**src/design/grid_path_validator_assert.svh**
```systemverilog
// Assertion macros used by the grid path validator RTL.
`ifndef GRID_PATH_VALIDATOR_ASSERT_SVH
`define GRID_PATH_VALIDATOR_ASSERT_SVH
`ifndef SYNTH
// Check cons in the same cycle as ante.
`define GPV_ASSERT_SAME(lbl, clk, rst, ante, cons) \
   lbl: assert property (@(posedge clk) disable iff (rst) (ante) |-> (cons)) \
      else $error("grid path validator check failed");
// Check cons in the cycle after ante.
`define GPV_ASSERT_NEXT(lbl, clk, rst, ante, cons) \
   lbl: assert property (@(posedge clk) disable iff (rst) (ante) |=> (cons)) \
      else $error("grid path validator check failed");
`else
`define GPV_ASSERT_SAME(lbl, clk, rst, ante, cons)
`define GPV_ASSERT_NEXT(lbl, clk, rst, ante, cons)
`endif
`endif

```
**src/design/gpv_pkg.sv**
```systemverilog
// Types and constants of the grid path validator.
package gpv_pkg;

   localparam int GRID_DIM_DEF = 64;
   localparam int CSR_IDX_W    = 2;
   localparam int CSR_DATA_W   = 7;
   localparam int COUNT_W      = 12;
   localparam int STATUS_W     = 3;
   localparam int COORD_W      = 8;
   localparam int SIZE_W       = 7;

   localparam logic [COUNT_W-1:0] COUNT_MAX = '1;
   localparam logic [SIZE_W-1:0]  SIZE_RESET = 7'd64;

   localparam logic [CSR_IDX_W-1:0] REG_SIZE_X = 2'd0;
   localparam logic [CSR_IDX_W-1:0] REG_SIZE_Y = 2'd1;

   typedef enum logic [1:0] {
      CMD_CLEAR = 2'd0,
      CMD_WALL  = 2'd1,
      CMD_POINT = 2'd2,
      CMD_END   = 2'd3
   } cmd_type;

   typedef enum logic [STATUS_W-1:0] {
      ST_OK     = 3'd0,
      ST_EMPTY  = 3'd1,
      ST_WALL   = 3'd2,
      ST_BOUNDS = 3'd3,
      ST_CROSS  = 3'd4,
      ST_ADJ    = 3'd5
   } status_type;

endpackage

```
**src/design/gpv_ram.sv**
```systemverilog
// Simple dual-port RAM, one write port and one registered read port.
module gpv_ram import gpv_pkg::*; #(
   parameter int WIDTH = GRID_DIM_DEF,
   parameter int DEPTH = GRID_DIM_DEF
) (
   input  logic                     clock,
   input  logic                     we,
   input  logic [$clog2(DEPTH)-1:0] waddr,
   input  logic [WIDTH-1:0]         wdata,
   input  logic [$clog2(DEPTH)-1:0] raddr,
   output logic [WIDTH-1:0]         rdata
);

   logic [WIDTH-1:0] mem [DEPTH];
   logic [WIDTH-1:0] rdata_ff;

   always_ff @(posedge clock) begin
      if (we) begin
         mem[waddr] <= wdata;
      end
      rdata_ff <= mem[raddr];
   end

   assign rdata = rdata_ff;

endmodule
```
**config.mk**
```make
export PLATFORM = sky130hd
export DESIGN_NAME = gpv_ram
export DESIGN_NICKNAME = d
export VERILOG_FILES = /design/src/design/grid_path_validator_assert.svh /design/src/design/gpv_pkg.sv /design/src/design/gpv_ram.sv
export SDC_FILE = /design/constraint.sdc
export NUM_CORES = 2
export LEC_CHECK = 0
export BUFFER_PORTS_ARGS = -buffer_cell sky130_fd_sc_hd__buf_2
export CAP_MARGIN = 20
export CORE_MARGIN = 2
export CORE_UTILIZATION = 51
export DETAILED_ROUTE_END_ITERATION = 10
export GPL_TIMING_DRIVEN = 0
export HOLD_SLACK_MARGIN = 0.06
export PLACE_DENSITY = 0.69
export SLEW_MARGIN = 20
export SYNTH_ARGS = -nofsm -noshare
export SYNTH_HDL_FRONTEND = slang
export SYNTH_SLANG_ARGS = --single-unit
export TNS_END_PERCENT = 1
```
**constraint.sdc**
```tcl
create_clock -name clock -period 18.95 [get_ports clock]
set_input_delay 1.895 -clock clock [delete_from_list [all_inputs] [get_ports clock]]
set_output_delay 1.895 -clock clock [all_outputs]
set_load 0.005 [all_outputs]
```
==> out/metrics.cfg <==
[status]
outcome = finished clean

[placed_design]
postPlaceCellArea_mm2 = 0.168
gp_congestion = 0.860
port_buffers = 133
place.detailed.instances = 11100
hpwl_mm = 279

[finish]
layout_commonest_cell = sky130_fd_sc_hd__edfxtp_1
net_count_final = 7456
core_util_final_pct = 59.2
mostFrequentLayoutCells = sky130_fd_sc_hd__edfxtp_1 (4096), sky130_fd_sc_hd__mux4_2 (1024), sky130_fd_sc_hd__clkbuf_16 (409)
post_layout_nonfiller_instances = 11800
areaGrowthSynthToFinish_pct = 15.7
final_design_area_no_fill_mm2 = 0.181
post_route_cells_drive_above_1_share_pct = 29.8

[routing]
route.detailed.vias_per_inst = 6.53
first_pass_iters = 6
drtIter0Drc = 12000
drc = 0
drt-total-wl_mm = 421
antenna_left = 0
detailroute.via_count = 77200
wl_per_cell_um = 35.6

[setup_path]
crit_start = raddr[2]
crit_path_top_delay_cell = sky130_fd_sc_hd__a211oi_1
critical_path.n_buffers_inverters = 5
cpLargestDelayFamily = buffers and inverters
cp-end-kind = flop
startpoint_of_the_worst_register_to_register_path = mem[55][15]$_DFFE_PP_
worst_path_fanout_max = 10
crit_path_frequent_cell = sky130_fd_sc_hd__buf_2
worstSetupStartpointType = input pin
path_cells = buf_2 > buf_4 > buf_2 > buf_2 > buf_4 > mux2i_1 > o22ai_1 > a31oi_1 > a211oi_1
cp_data_required_time_ns = 19.65
max_stage_delay_ns = 0.90
worstPathArrival_ns = 5.99
worst-setup-path-type = input pin to flop

[sta]
finalHoldViolations = 0
finalSetupViolCount = 0
rsz_0062_raised_after_global_routing = no
fin_tns_setup_ns = 0
clock-skew-final_ns = 0.0635
timing_worst_slew_pin_value_ns = 1.31
report.final.slew_viol_count = 0
timing.slew.headroom_pct = 12.5
final_min_period_over_clock_period_pct = 27.9
fmax_ghz = 0.189
fin_crit_ns = 5.29

[synthesis]
synth-seq-area-share_pct = 79.5
post_synth_num_cell_types = 33
syn_area_per_cell_um2 = 23.7
syn_area_mm2 = 0.156
postSynthCellCount = 6598
synth_nets = 6676
yosysWarningCount = 0
synth-seq-cells = 4160

[floorplan]
die_boundary_height_um = 558
die_area_mm2 = 0.311
num_rows = 203
initial_core_util_pct = 51.2
design.portCount = 142
coreArea_mm2 = 0.306
die_x_um = 558

[clock_network]
htreeDepth = 5
clk_transition_reported_paths_ns = 0.06
cts.hold.buffers_added = 0
cts-buffers-inserted = 399
cts_setup_buffers = 0
cts_tree = done
clock_tree.buffer_depth = 4
post_cts_resized = 0
cts.sink_count = 4160
cts.root.buffer_cell = sky130_fd_sc_hd__clkbuf_16
clkLatencyLatePin_ns = 0.93

[global_routing]
grt_util_all_layers_pct = 27.0
antenna_found_initial = 38
pin_count_of_the_biggest_net_entering_global_routing = 65
grt_pass1_wl_mm = 585
grt_overflow = 0
vias_in_the_first_global_route = 76200

[pwr]
power-per-cell-area_mw_per_mm2 = 105
peakVddDrop_uv = 106
p_leak_uw = 0.0566

[job]
maxCapViolations = 0

[hold_path]
min_delay_src = mem[52][32]$_DFFE_PP_
timing.hold.worst.class = flop to flop

per-layer routing:
layer	up-vias	GRT usage, %	wire, µm
met3	850	5.68	47800
li1	30100	-	-
met4	6	10.7	18500
met1	41000	37.4	155000
met5	-	0	41
met2	5232	42.5	200000
worst min-delay path, cell delays in order (launching register included):
cell                       delay [ns]
sky130_fd_sc_hd__edfxtp_1        0.32
sky130_fd_sc_hd__mux4_2          0.22
sky130_fd_sc_hd__a22oi_1         0.06
sky130_fd_sc_hd__nand3_1         0.08
sky130_fd_sc_hd__and3_1          0.20
worst paths after layout:
| path | to | slack (ns) | depth (start not counted) |
|---|---|---|---|
| max reg2reg | rdata[15]$_DFF_P_ | 16.14 | 5 |
| min | rdata[32]$_DFF_P_ | 0.92 | 4 |
| min reg2reg | rdata[32]$_DFF_P_ | 0.92 | 4 |
| max | rdata[7]$_DFF_P_ | 13.66 | 9 |
power breakdown:
group          internal (µW)  switching, µW
sequential             10200           19.2
clock                   4490           3360
combinational            336            659
through the flow:
step	total power [µW]	setup WS, ns	hold slack (ns)
after floorplan	10900	11.62	0.788
after global placement	11300	5.46	0.906
after detailed placement	11400	12.89	0.909
after CTS	19100	13.83	0.933
after global routing	19500	13.76	0.945
final	19000	13.66	0.923
registers in the layout, indices dropped and copies added, names as in the netlist:
signal  cells
mem      4096
rdata      64
cell families (layout without fill, tap and decap cells):
group | Yosys count | in the layout | synth area share (%)
other cells | 0 | 30 | 0
flops | 4160 | 4160 | 79.5
buf+inv | 389 | 1484 | 1.18
compound gates | 504 | 504 | 2.48
simple gates | 386 | 386 | 1.24
mux | 1159 | 1159 | 15.6
synth_stat cells, drive strengths merged:
cell type     n  area [µm²]
inv          19        71.3
nand4b        1        8.76
a22o         88         771
nand4         2        12.5
nor3          2        10.0
and3         64         400
o22ai        83         519
nor2        112         420
or3b          1        8.76
or3          29         181
nand2b       11        68.8
a31oi        18         113
edfxtp     4096      123000
o221ai       38         333
nor2b        28         175
a211oi       63         473
a2bb2oi      19         166
nand2        58         218
clkbuf      140         526
dfxtp        64        1280
mux4       1024       23100
or2          28         175
a31o          1        8.76
mux2i       135        1350
and2          3        18.8
nand3b        2        15.0
a22oi       168        1260
buf         230        1250
a41oi        26         228
nand3        45         225
cell type report:
cell class | count | area [µm²]
Fill cell | 20700 | 125000
Sequential cell | 4160 | 124000
Multi-Input combinational cell | 2049 | 30800
Clock buffer | 516 | 10800
Timing Repair Buffer | 379 | 5960
Tap cell | 4100 | 5130
Clock inverter | 200 | 1940
Buffer | 370 | 1780
Antenna cell | 30 | 75.1
Inverter | 19 | 71.3
Power figures use the tool's default switching activity.
